File: config.mk
export PLATFORM = sky130hd
export DESIGN_NAME = polyline_min_line_distance_top
export DESIGN_NICKNAME = d
export VERILOG_FILES = /design/src/pmld_pkg.sv /design/src/pmld_mul.sv /design/src/pmld_store.sv /design/src/pmld_root.sv /design/src/polyline_min_line_distance_top.sv
export SDC_FILE = /design/constraint.sdc
export NUM_CORES = 2
export LEC_CHECK = 0
export ABC_AREA = 1
export BUFFER_PORTS_ARGS = -buffer_cell sky130_fd_sc_hd__buf_2
export CORE_MARGIN = 3
export CORE_UTILIZATION = 50
export DETAILED_ROUTE_END_ITERATION = 8
export PLACE_DENSITY = 0.65
export SLEW_MARGIN = 20
export SYNTH_ARGS = -nofsm -noshare
export SYNTH_HDL_FRONTEND = slang
export SYNTH_SLANG_ARGS = --single-unit
File: constraint.sdc
create_clock -name clk -period 11 [get_ports clk]
set_clock_uncertainty 0.15 [all_clocks]
set_input_delay 2.2 -clock clk [delete_from_list [all_inputs] [get_ports clk]]
set_output_delay 2.2 -clock clk [all_outputs]
set_load 0.03 [all_outputs]
File: src/pmld_pkg.sv
// Shared constants and types for the polyline line-distance block.
package pmld_pkg;

	localparam int MAX_VERTICES = 64;
	localparam int ADDR_W       = $clog2(MAX_VERTICES);
	localparam int CNT_W        = $clog2(MAX_VERTICES + 1);

	localparam int COORD_W = 16;
	localparam int DIST_W  = 16;
	localparam int MOP_W   = 19;
	localparam int PROD_W  = 2 * MOP_W;
	localparam int N_W     = 35;
	localparam int S_W     = 34;
	localparam int NSQ_W   = 66;

	localparam logic [15:0] LIMIT_RESET = 16'd16000;

	typedef enum logic [1:0] {
		MODE_APPEND = 2'd0,
		MODE_CLEAR  = 2'd1,
		MODE_QUERY  = 2'd2,
		MODE_NONE   = 2'd3
	} mode_t;

	typedef enum logic [1:0] {
		STAT_OK     = 2'd0,
		STAT_FULL   = 2'd1,
		STAT_ANSWER = 2'd2
	} status_t;

	localparam logic CFG_CLOSED = 1'b0;
	localparam logic CFG_LIMIT  = 1'b1;

endpackage

File: src/pmld_mul.sv
// Shared signed multiplier with a registered product.
module pmld_mul
	import pmld_pkg::*;
(
	input  logic                     clk,
	input  logic signed [MOP_W-1:0]  op_a,
	input  logic signed [MOP_W-1:0]  op_b,
	output logic signed [PROD_W-1:0] prod_q
);

	// register every product
	always_ff @(posedge clk) begin
		prod_q <= op_a * op_b;
	end

endmodule

File: src/pmld_store.sv
// Vertex memory: one write port, one registered read port.
module pmld_store
	import pmld_pkg::*;
(
	input  logic              clk,
	input  logic              we,
	input  logic [ADDR_W-1:0] waddr,
	input  logic [31:0]       wdata,
	input  logic [ADDR_W-1:0] raddr,
	output logic [31:0]       rdata_q
);

	logic [31:0] mem_q [MAX_VERTICES];

	// write vertex
	always_ff @(posedge clk) begin
		if (we) begin
			mem_q[waddr] <= wdata;
		end
	end

	// read vertex
	always_ff @(posedge clk) begin
		rdata_q <= mem_q[raddr];
	end

endmodule

File: src/pmld_root.sv
// Iterative divide of N*N by S, then a bit-pair square root of the quotient.
module pmld_root
	import pmld_pkg::*;
(
	input  logic              clk,
	input  logic              arst_n,
	input  logic              start,
	input  logic [NSQ_W-1:0]  nsq,
	input  logic [S_W-1:0]    s,
	output logic              done_q,
	output logic [DIST_W-1:0] dist_q
);

	typedef enum logic [2:0] {
		R_IDLE = 3'b001,
		R_DIV  = 3'b010,
		R_SQRT = 3'b100
	} rstate_t;

	rstate_t     state_q;
	logic [4:0]  cnt_q;
	logic [S_W-1:0] rem_q;
	logic [31:0] dvd_q;
	logic [17:0] srem_q;
	logic [15:0] root_q;

	logic [S_W:0] dtrial;
	logic         dge;
	logic [19:0]  strial;
	logic [19:0]  sr2;
	logic         sge;
	logic [19:0]  sdiff;

	// one quotient bit and one root bit per step
	always_comb begin
		dtrial = {rem_q, dvd_q[31]};
		dge    = dtrial >= {1'b0, s};
		sr2    = {srem_q, dvd_q[31:30]};
		strial = {2'b00, root_q, 2'b01};
		sge    = sr2 >= strial;
		sdiff  = sr2 - strial;
	end

	// sequence divide then root
	always_ff @(posedge clk or negedge arst_n) begin
		if (!arst_n) begin
			state_q <= R_IDLE;
			done_q  <= 1'b0;
			cnt_q   <= '0;
		end else begin
			done_q <= 1'b0;
			unique case (state_q)
				R_IDLE: begin
					if (start) begin
						if (nsq >= {s, 32'd0}) begin
							dist_q <= '1;
							done_q <= 1'b1;
						end else begin
							rem_q   <= nsq[NSQ_W-1:32];
							dvd_q   <= nsq[31:0];
							cnt_q   <= 5'd31;
							state_q <= R_DIV;
						end
					end
				end
				R_DIV: begin
					rem_q <= dge ? S_W'(dtrial - {1'b0, s}) : dtrial[S_W-1:0];
					dvd_q <= {dvd_q[30:0], dge};
					if (cnt_q == 5'd0) begin
						srem_q  <= '0;
						root_q  <= '0;
						cnt_q   <= 5'd15;
						state_q <= R_SQRT;
					end else begin
						cnt_q <= cnt_q - 5'd1;
					end
				end
				R_SQRT: begin
					srem_q <= sge ? sdiff[17:0] : sr2[17:0];
					root_q <= {root_q[14:0], sge};
					dvd_q  <= {dvd_q[29:0], 2'b00};
					if (cnt_q == 5'd0) begin
						dist_q  <= {root_q[14:0], sge};
						done_q  <= 1'b1;
						state_q <= R_IDLE;
					end else begin
						cnt_q <= cnt_q - 5'd1;
					end
				end
				default: state_q <= R_IDLE;
			endcase
		end
	end

endmodule

File: src/polyline_min_line_distance_top.sv
// Top level: vertex store, pair sequencer and shared arithmetic.
//
//  channel   signals                          direction  handshake
//  command   start, busy, mode, pos_x, pos_y  in         start & !busy
//  result    done, status, min_distance       out        done, one cycle
//  config    cfg_we, cfg_index, cfg_data      in         cfg_we
//
// Append, clear and unused mode give their result in the cycle after the command.
// A query walks the line pairs in turn: for each it reads the two vertices, runs the
// multiplier steps, then the divide and root steps, and takes the distance. After the
// last pair the answer is driven from fin_q. arst_n clears the store count and the
// control and config registers. The receiver cannot stall; busy stays high until the
// answer is out.
module polyline_min_line_distance_top
	import pmld_pkg::*;
(
	input  logic                      clk,
	input  logic                      arst_n,
	input  logic                      start,
	output logic                      busy,
	input  logic [1:0]                mode,
	input  logic signed [COORD_W-1:0] pos_x,
	input  logic signed [COORD_W-1:0] pos_y,
	output logic                      done,
	output logic [1:0]                status,
	output logic [DIST_W-1:0]         min_distance,
	input  logic                      cfg_we,
	input  logic                      cfg_index,
	input  logic [15:0]               cfg_data
);

	typedef enum logic [5:0] {
		S_IDLE = 6'b000001,
		S_RD1  = 6'b000010,
		S_RD2  = 6'b000100,
		S_LOAD = 6'b001000,
		S_MUL  = 6'b010000,
		S_ROOT = 6'b100000
	} state_t;

	state_t             state_q;
	logic               fin_q;
	logic [CNT_W-1:0]   count_q;
	logic               closed_q;
	logic [DIST_W-1:0]  limit_q;
	logic [DIST_W-1:0]  best_q;
	logic [ADDR_W-1:0]  i1_q, i2_q;
	logic               closing_q;
	logic [COORD_W-1:0] px_q, py_q;
	logic [31:0]        v1_q, v2_q;
	logic [3:0]         mstep_q;
	logic signed [N_W-1:0] nacc_q;
	logic [S_W-1:0]     sacc_q;
	logic [NSQ_W-1:0]   nsq_q;
	logic               done_q;
	logic [1:0]         status_q;
	logic [DIST_W-1:0]  dist_out_q;

	logic               accept;
	logic               mem_we;
	logic [ADDR_W-1:0]  raddr;
	logic [31:0]        rdata;
	logic signed [MOP_W-1:0]  op_a, op_b;
	logic signed [PROD_W-1:0] prod;
	logic               root_start;
	logic               root_done;
	logic [DIST_W-1:0]  root_dist;
	logic signed [16:0] a_w, b_w;
	logic [N_W-1:0]     nneg;
	logic [32:0]        nabs;
	logic [CNT_W-1:0]   i2_next;
	logic [ADDR_W-1:0]  last_idx;

	assign busy         = (state_q != S_IDLE) || fin_q;
	assign accept       = start && !busy;
	assign done         = done_q;
	assign status       = status_q;
	assign min_distance = dist_out_q;

	assign mem_we     = accept && (mode == MODE_APPEND) && (count_q < CNT_W'(MAX_VERTICES));
	assign raddr      = (state_q == S_RD1) ? i1_q : i2_q;
	assign root_start = (state_q == S_MUL) && (mstep_q == 4'd10);
	assign i2_next    = {1'b0, i2_q} + CNT_W'(1);
	assign last_idx   = ADDR_W'(count_q - CNT_W'(1));

	pmld_store u_store (
		.clk     (clk),
		.we      (mem_we),
		.waddr   (count_q[ADDR_W-1:0]),
		.wdata   ({pos_y, pos_x}),
		.raddr   (raddr),
		.rdata_q (rdata)
	);

	pmld_mul u_mul (
		.clk    (clk),
		.op_a   (op_a),
		.op_b   (op_b),
		.prod_q (prod)
	);

	pmld_root u_root (
		.clk    (clk),
		.arst_n (arst_n),
		.start  (root_start),
		.nsq    (nsq_q),
		.s      (sacc_q),
		.done_q (root_done),
		.dist_q (root_dist)
	);

	// line coefficients and |N| split
	always_comb begin
		a_w  = {v2_q[31], v2_q[31:16]} - {v1_q[31], v1_q[31:16]};
		b_w  = {v1_q[15], v1_q[15:0]} - {v2_q[15], v2_q[15:0]};
		nneg = -nacc_q;
		nabs = nacc_q[N_W-1] ? nneg[32:0] : nacc_q[32:0];
	end

	// select multiplier operands by step
	always_comb begin
		case (mstep_q)
			4'd0: begin
				op_a = {{3{v2_q[15]}}, v2_q[15:0]};
				op_b = {{3{v1_q[31]}}, v1_q[31:16]};
			end
			4'd1: begin
				op_a = {{3{v1_q[15]}}, v1_q[15:0]};
				op_b = {{3{v2_q[31]}}, v2_q[31:16]};
			end
			4'd2: begin
				op_a = {{2{a_w[16]}}, a_w};
				op_b = {{3{px_q[15]}}, px_q};
			end
			4'd3: begin
				op_a = {{2{b_w[16]}}, b_w};
				op_b = {{3{py_q[15]}}, py_q};
			end
			4'd4: begin
				op_a = {{2{a_w[16]}}, a_w};
				op_b = {{2{a_w[16]}}, a_w};
			end
			4'd5: begin
				op_a = {{2{b_w[16]}}, b_w};
				op_b = {{2{b_w[16]}}, b_w};
			end
			4'd6: begin
				op_a = {1'b0, nabs[17:0]};
				op_b = {1'b0, nabs[17:0]};
			end
			4'd7: begin
				op_a = {4'd0, nabs[32:18]};
				op_b = {1'b0, nabs[17:0]};
			end
			4'd8: begin
				op_a = {4'd0, nabs[32:18]};
				op_b = {4'd0, nabs[32:18]};
			end
			default: begin
				op_a = '0;
				op_b = '0;
			end
		endcase
	end

	// configuration writes
	always_ff @(posedge clk or negedge arst_n) begin
		if (!arst_n) begin
			closed_q <= 1'b0;
			limit_q  <= LIMIT_RESET;
		end else if (cfg_we) begin
			unique case (cfg_index)
				CFG_CLOSED: closed_q <= cfg_data[0];
				CFG_LIMIT:  limit_q  <= cfg_data;
				default: ;
			endcase
		end
	end

	// accumulate products of the previous step
	always_ff @(posedge clk) begin
		if (state_q == S_MUL) begin
			case (mstep_q)
				4'd1: nacc_q <= prod[N_W-1:0];
				4'd2: nacc_q <= nacc_q - prod[N_W-1:0];
				4'd3: nacc_q <= nacc_q + prod[N_W-1:0];
				4'd4: nacc_q <= nacc_q + prod[N_W-1:0];
				4'd5: sacc_q <= prod[S_W-1:0];
				4'd6: sacc_q <= sacc_q + prod[S_W-1:0];
				4'd7: nsq_q  <= {30'd0, prod[35:0]};
				4'd8: nsq_q  <= nsq_q + ({30'd0, prod[35:0]} << 19);
				4'd9: nsq_q  <= nsq_q + ({30'd0, prod[35:0]} << 36);
				default: ;
			endcase
		end
	end

	// capture query point and vertices
	always_ff @(posedge clk) begin
		if (accept) begin
			px_q <= pos_x;
			py_q <= pos_y;
		end
		if (state_q == S_RD2) begin
			v1_q <= rdata;
		end
		if (state_q == S_LOAD) begin
			v2_q <= rdata;
		end
	end

	// command sequencer and pair walk
	always_ff @(posedge clk or negedge arst_n) begin
		if (!arst_n) begin
			state_q    <= S_IDLE;
			fin_q      <= 1'b0;
			count_q    <= '0;
			done_q     <= 1'b0;
			status_q   <= STAT_OK;
			dist_out_q <= '0;
			mstep_q    <= '0;
			closing_q  <= 1'b0;
			i1_q       <= '0;
			i2_q       <= '0;
			best_q     <= '0;
		end else begin
			done_q <= 1'b0;
			if (fin_q) begin
				// drive the query answer
				fin_q      <= 1'b0;
				done_q     <= 1'b1;
				status_q   <= STAT_ANSWER;
				dist_out_q <= best_q;
			end
			unique case (state_q)
				S_IDLE: begin
					if (accept) begin
						unique case (mode)
							MODE_APPEND: begin
								done_q     <= 1'b1;
								dist_out_q <= '0;
								if (count_q < CNT_W'(MAX_VERTICES)) begin
									count_q  <= count_q + CNT_W'(1);
									status_q <= STAT_OK;
								end else begin
									status_q <= STAT_FULL;
								end
							end
							MODE_CLEAR: begin
								count_q    <= '0;
								done_q     <= 1'b1;
								status_q   <= STAT_OK;
								dist_out_q <= '0;
							end
							MODE_QUERY: begin
								best_q <= limit_q;
								if (count_q >= CNT_W'(2)) begin
									i1_q      <= '0;
									i2_q      <= ADDR_W'(1);
									closing_q <= 1'b0;
									state_q   <= S_RD1;
								end else if (closed_q && count_q != '0) begin
									i1_q      <= last_idx;
									i2_q      <= '0;
									closing_q <= 1'b1;
									state_q   <= S_RD1;
								end else begin
									fin_q <= 1'b1;
								end
							end
							default: begin
								done_q     <= 1'b1;
								status_q   <= STAT_OK;
								dist_out_q <= '0;
							end
						endcase
					end
				end
				S_RD1: state_q <= S_RD2;
				S_RD2: state_q <= S_LOAD;
				S_LOAD: begin
					mstep_q <= '0;
					state_q <= S_MUL;
				end
				S_MUL: begin
					mstep_q <= mstep_q + 4'd1;
					if (mstep_q == 4'd10) begin
						state_q <= S_ROOT;
					end
				end
				S_ROOT: begin
					if (root_done) begin
						// keep the smaller distance, skip degenerate pairs
						if (sacc_q != '0 && root_dist < best_q) begin
							best_q <= root_dist;
						end
						if (!closing_q && i2_next < count_q) begin
							i1_q    <= i2_q;
							i2_q    <= i2_next[ADDR_W-1:0];
							state_q <= S_RD1;
						end else if (!closing_q && closed_q) begin
							i1_q      <= last_idx;
							i2_q      <= '0;
							closing_q <= 1'b1;
							state_q   <= S_RD1;
						end else begin
							fin_q   <= 1'b1;
							state_q <= S_IDLE;
						end
					end
				end
				default: state_q <= S_IDLE;
			endcase
		end
	end

endmodule

-- Yosys cells after proc, flatten, opt, wreduce, memory -nomap -nowiden
Memories as Yosys holds them, arrays and structs flattened. A register that Yosys moved wholly into a read port is not among the register bits.
Index checks and enable logic that the tools add are counted.
Widths: inputs -> output; s select.
- flip-flop bits (word level): 475
- RAM bits: 2048
- bits of input ports: 55
- output and inout port bits: 20
- memories kept: 1
- memory list (name ; words ; width ; rd ports ; clocked after memory_dff ; write ports ; line ; RTL):
    u_store.mem_q ; 64 ; 32 ; 1 ; 1 ; 1 ; pmld_store.sv:13 ; logic [31:0] mem_q [MAX_VERTICES];
- add/sub/neg operators: 15
- multiply operators: 1
- magnitude comparators: 7
- eq/ne operators: 38
- multiplexer cells: 101
- bitwise operators: 1
- reduce and logical (&&, ||, !) cells: 47
- operators by type and width (operator ; number):
    $pmux 66 s3 ; 1
    $mux 16 ; 12
    $pmux 19 s8 ; 1
    $pmux 34 s2 ; 2
    $mux 6 ; 21
    $pmux 19 s6 ; 1
    $pmux 35 s3 ; 1
    $mux 34 ; 3
    $pmux 16 s2 ; 3
    $pmux 32 s3 ; 1
    $add 66x55->66 ; 1
    $add 66x66->66 ; 1
    $ge 66x66->1 ; 1
    $mux 32 ; 2
    $mul 19x19->36 ; 1
    $mux 18 ; 2
    $pmux 18 s2 ; 1
    $pmux 6 s6 ; 1
    $add 35x35->35 ; 1
    $ge 35x34->1 ; 1
    $sub 35x35->35 ; 1
    $add 34x34->34 ; 1
    $reduce_bool 34->1 ; 1
    $sub 16x16->17 ; 2
    other kinds (62) ; 147

-- Depth between registers and ports, before layout
- word-level depth: 8
- mapped depth: 42
- mapped depth without buffers: 41

-- Cells and area by module
A second synthesis with hierarchy kept.
- cells, all modules: 14431
- area total of the unflattened synthesis: 136739.9 µm²
- modules (own cells, without submodules) (module ; instances ; cells an instance ; area each (µm²) ; seq. area each (µm²)):
    pmld_store ; 1 ; 6785 ; 82785.6 ; 62139.6
    polyline_min_line_distance_top ; 1 ; 4251 ; 28237.1 ; 9022.4
    pmld_mul ; 1 ; 1992 ; 15367.2 ; 760.7
    pmld_root ; 1 ; 1403 ; 10349.9 ; 3709.8

-- Least setup slack after synthesis
Ideal clock, no wire load.
- path type: reg2reg
- start: register v2_q[0]
- end: register u_mul.prod_q[29]
- library setup time: 0.112 ns
- data arrival time: 7.433 ns
- path slack: 3.304 ns
- stages on the path, launching flop included: 37
- buffers on the path: 1
- period minus slack after synthesis: 7.696 ns
- path through: edfxtp_1 > ha_1 > fa_1 > nand3b_1 > nand2_1 > nand2_1 > nand2_1 > nand2_1 > nand3_1 > nand2_1 > nor2_1 > nor2_2 > o21ai_1 > buf_2 > nand2_1 > fa_1 > inv_1 > fa_1 > inv_1 > fa_1 > inv_1 > fa_1 > fa_1 > fa_1 > inv_1 > fa_1 > inv_1 > ha_1 > nand2_1 > nor2_1 > nand4_1 > o21ai_0 > a21oi_1 > o21ai_0 > nand2_1 > nand3_1 > nand2_1
- word-level cells in the longest chain between the ends: 3
- elaborated cells between the ends (all ways): 4
- ends and longest elaborated chain (what ; line ; RTL):
    start, declared ; polyline_min_line_distance_top.sv:50 ; logic [31:0] v1_q, v2_q;
    start signal, assigned ; polyline_min_line_distance_top.sv:208 ; v2_q <= rdata;
    $sub 16x16->17 ; polyline_min_line_distance_top.sv:115 ; b_w = {v1_q[15], v1_q[15:0]} - {v2_q[15], v2_q[15:0]};
    $pmux 19 s8 or $pmux 19 s6 (tied branches) ; polyline_min_line_distance_top.sv:122 ; case (mstep_q)
    $mul 19x19->36 (*) ; pmld_mul.sv:13 ; prod_q <= op_a * op_b;
    end signal, assigned ; pmld_mul.sv:13 ;
    end, declared ; pmld_mul.sv:8 ; output logic signed [PROD_W-1:0] prod_q
Every way passes the cells marked *; elsewhere a longest branch is shown, timed or not.
A chain may end at the register's enable or synchronous reset.

-- Worst setup path after layout
- start: register v1_q[16]
- end: register u_mul.prod_q[31]
- word-level cells in the longest chain between the ends: 3
- elaborated cells between the ends (all ways): 4
- ends and longest elaborated chain (what ; line ; RTL):
    start, declared ; polyline_min_line_distance_top.sv:50 ;
    start signal, assigned ; polyline_min_line_distance_top.sv:205 ; v1_q <= rdata;
    $sub 16x16->17 ; polyline_min_line_distance_top.sv:114 ; a_w = {v2_q[31], v2_q[31:16]} - {v1_q[31], v1_q[31:16]};
    $pmux 19 s8 or $pmux 19 s6 (tied branches) ; polyline_min_line_distance_top.sv:122 ;
    $mul 19x19->36 (*) ; pmld_mul.sv:13 ;
Marked as above.

==> results.py <==
metrics = {
    "run_status": {
        "status": "finished clean",
    },
    "sta": {
        "min_period_ps": 9210,
        "worstMarginPinSlew_ps": 1190,
        "tns_ps": 0,
        "fmax_mhz": 109,
        "rsz0062_at_grt": "false",
        "finalCritPeriodShare_pct": 83.8,
        "slew_violations": 0,
        "hold_viol_final": 0,
        "slew_headroom_pct": 20.9,
        "finalSetupViolations": 0,
    },
    "route": {
        "wl_met1_microns": 170000,
        "drcViolationCount": 0,
        "wl_met2_microns": 194000,
        "wl_met3_microns": 34700,
        "drt_iter0_drc": 11600,
        "viasPerCell": 5.69,
        "routed.top_layer": "met5",
        "first_pass_iters": 7,
        "num_vias": 101000,
        "wire_per_inst_microns": 23.6,
        "postRouteAntennaNets": 0,
        "wl_microns": 417000,
    },
    "clock_network": {
        "cts_sinks": 2555,
        "clock_path_buffers": 4,
        "cts_tree": "done",
        "cts_resized": 0,
        "cts_buffers": 281,
        "cts.repair_timing.setup_buffer_count": 0,
        "htreeDepth": 5,
        "path_clk_slew_ps": 70,
        "cts-root-buf": "clkbuf_16",
        "hold_buffers": 0,
        "clock_latency_ps": 920,
    },
    "global_routing": {
        "grt_use_total_pct": 29.6,
        "grt_pass1_wl_microns": 618000,
        "first_global_vias": 95900,
        "antenna_found_initial": 24,
        "grt_max_degree": 170,
        "overflow": 0,
    },
    "die": {
        "fp-row-count": 190,
        "core_sq_um": 268000,
        "die_x_microns": 526,
        "die_height_microns": 526,
        "dieArea_sq_um": 277000,
        "ios": 75,
        "initial_utilization_pct": 50.4,
    },
    "setup_path": {
        "worstSetupPathType": "register to register",
        "crit_buf_inv": 6,
        "crit_fanout": 17,
        "endpoint": "u_mul.prod_q[31]",
        "cp-start-kind": "register",
        "rr_worst_depth": 34,
        "timing.rr.start": "v1_q[16]",
        "end_kind": "register",
        "slowest_stage": "o21ai_0",
        "r2r_slack_ps": 1790,
        "crit_family": "adder cells",
        "cpPeakStageDelay_ps": 590,
        "worst_ep_arrival_time_ps": 9800,
        "critical_path_depth": 34,
        "setup.worst_path.start": "v1_q[16]",
        "cp.required_ps": 11590,
        "reg2reg_to": "u_mul.prod_q[31]",
    },
    "synth": {
        "ys_ff_latch": 2555,
        "synth_area_leaders": "edfxtp_1, nand2_1, fa_1",
        "synth_nets": 14700,
        "async_flop_share_pct": 3.60,
        "synth_edf_count": 2395,
        "synth_flop_cell": "edfxtp_1",
        "netlist.area_leader.share_pct": 53.2,
        "yosys_warnings": 0,
        "postSynthCellCount": 13900,
        "ys_types": 73,
        "netlist_area_sq_um": 135000,
        "avgSynthCellArea_sq_um": 9.72,
        "yosysSeqAreaShare_pct": 55.9,
        "synth_area_leader_cell": "edfxtp_1",
    },
    "cells_and_area": {
        "final_nets": 14700,
        "drive_gt1_share_pct": 6.21,
        "nFillCells": 23300,
        "layout_commonest_cell": "nand2_1",
        "final_cells": 17700,
        "mostFrequentLayoutCells": "nand2_1, edfxtp_1, inv_1",
        "synthToLayoutAreaGrowth_pct": 10.0,
    },
    "min_path": {
        "hp-class": "register to register",
    },
    "flow_run": {
        "max-cap-violations": 0,
    },
    "place": {
        "dpl.cell_count": 17200,
        "hpwl_microns": 262000,
        "place.gp.congestion": 0.998,
        "io_buffers": 74,
    },
}
-- cell type report --
class / instances / area (sq um) / area share (%)
flip-flops and latches: 2555 / 75600 / 50.8
multi-input cells: 9357 / 52100 / 35.0
clock buffers: 360 / 7460 / 5.01
inverters: 1423 / 5370 / 3.61
well taps: 3552 / 4440 / 2.99
repair buffers: 288 / 2090 / 1.41
clock inverters: 145 / 1680 / 1.13
diodes: 6 / 15.0 / 0.0101
-- state kept, by name, indices dropped and copies added (netlist names), 7 cells and up --
signal / count
limit_q: 16
v2_q: 32
u_store.mem_q: 2048
u_root.root_q: 16
best_q: 16
u_root.srem_q: 18
u_root.dvd_q: 32
min_distance: 16
nacc_q: 35
u_root.rem_q: 34
u_mul.prod_q: 36
px_q: 16
nsq_q: 66
v1_q: 32
u_root.dist_q: 16
u_store.rdata_q: 32
sacc_q: 34
count_q: 7
py_q: 16
-- cells in the mapped netlist, types with 39 or more instances --
master / number
nand2_1: 4585
edfxtp_1: 2395
inv_1: 1395
nand3_1: 1278
nor2_1: 652
o21ai_0: 534
buf_2: 404
a21oi_1: 393
ha_1: 390
fa_1: 362
o211ai_1: 281
xor2_1: 117
clkbuf_1: 108
dfrtp_1: 84
nand4_1: 80
xnor2_1: 76
or2_0: 71
dfxtp_1: 68
nor3_1: 63
o21ai_1: 50
o21bai_1: 39
-- kinds of logic (layout without fill, tap and decap cells) --
family | count (synthesis) | after routing | share of synthesized area (%)
other cells | 0 | 6 | 0
mux | 15 | 15 | 0.125
flops | 2555 | 2555 | 55.9
xor+xnor | 194 | 194 | 1.26
simple gates | 6895 | 6895 | 21.1
buf+inv | 1998 | 2216 | 6.02
compound gates | 1501 | 1501 | 6.58
fa+ha+maj | 752 | 752 | 8.97
-- how the worst min path moves through the flow --
stage,start,to,slack [ps],depth (start not counted)
2_1_floorplan,u_store.rdata_q[0],v1_q[0],250,0
3_3_place_gp,u_store.rdata_q[27],v2_q[27],260,0
3_5_place_dp,u_store.rdata_q[26],v2_q[26],270,0
4_1_cts,u_store.rdata_q[28],v1_q[28],250,0
5_1_grt,u_store.rdata_q[28],v1_q[28],280,0
6_report,u_store.rdata_q[28],v1_q[28],260,0
-- metrics by stage --
| stage | hold WS [ps] | utilization (%) | area (sq um) | worst slack, ps |
|---|---|---|---|---|
| 6_report | 261 | 55.4 | 149000 | 1790 |
| 5_1_grt | 281 | 55.4 | 149000 | 1380 |
| 4_1_cts | 255 | 55.4 | 149000 | 1910 |
| 3_5_place_dp | 267 | 52.0 | 140000 | 1890 |
| 3_3_place_gp | 260 | 52.0 | 140000 | 2040 |
| 2_1_floorplan | 254 | - | 135000 | 3300 |
-- per-layer routing --
layer | up-vias | track usage [%]
li1 | 46700 | -
met5 | - | 0
met4 | 8 | 11.9
met2 | 4522 | 47.9
met1 | 48500 | 40.5
met3 | 819 | 3.87
Power is left out: the tool's default activity adds up to more than one toggle a clock period on the data nets, which glitch-free logic cannot reach.
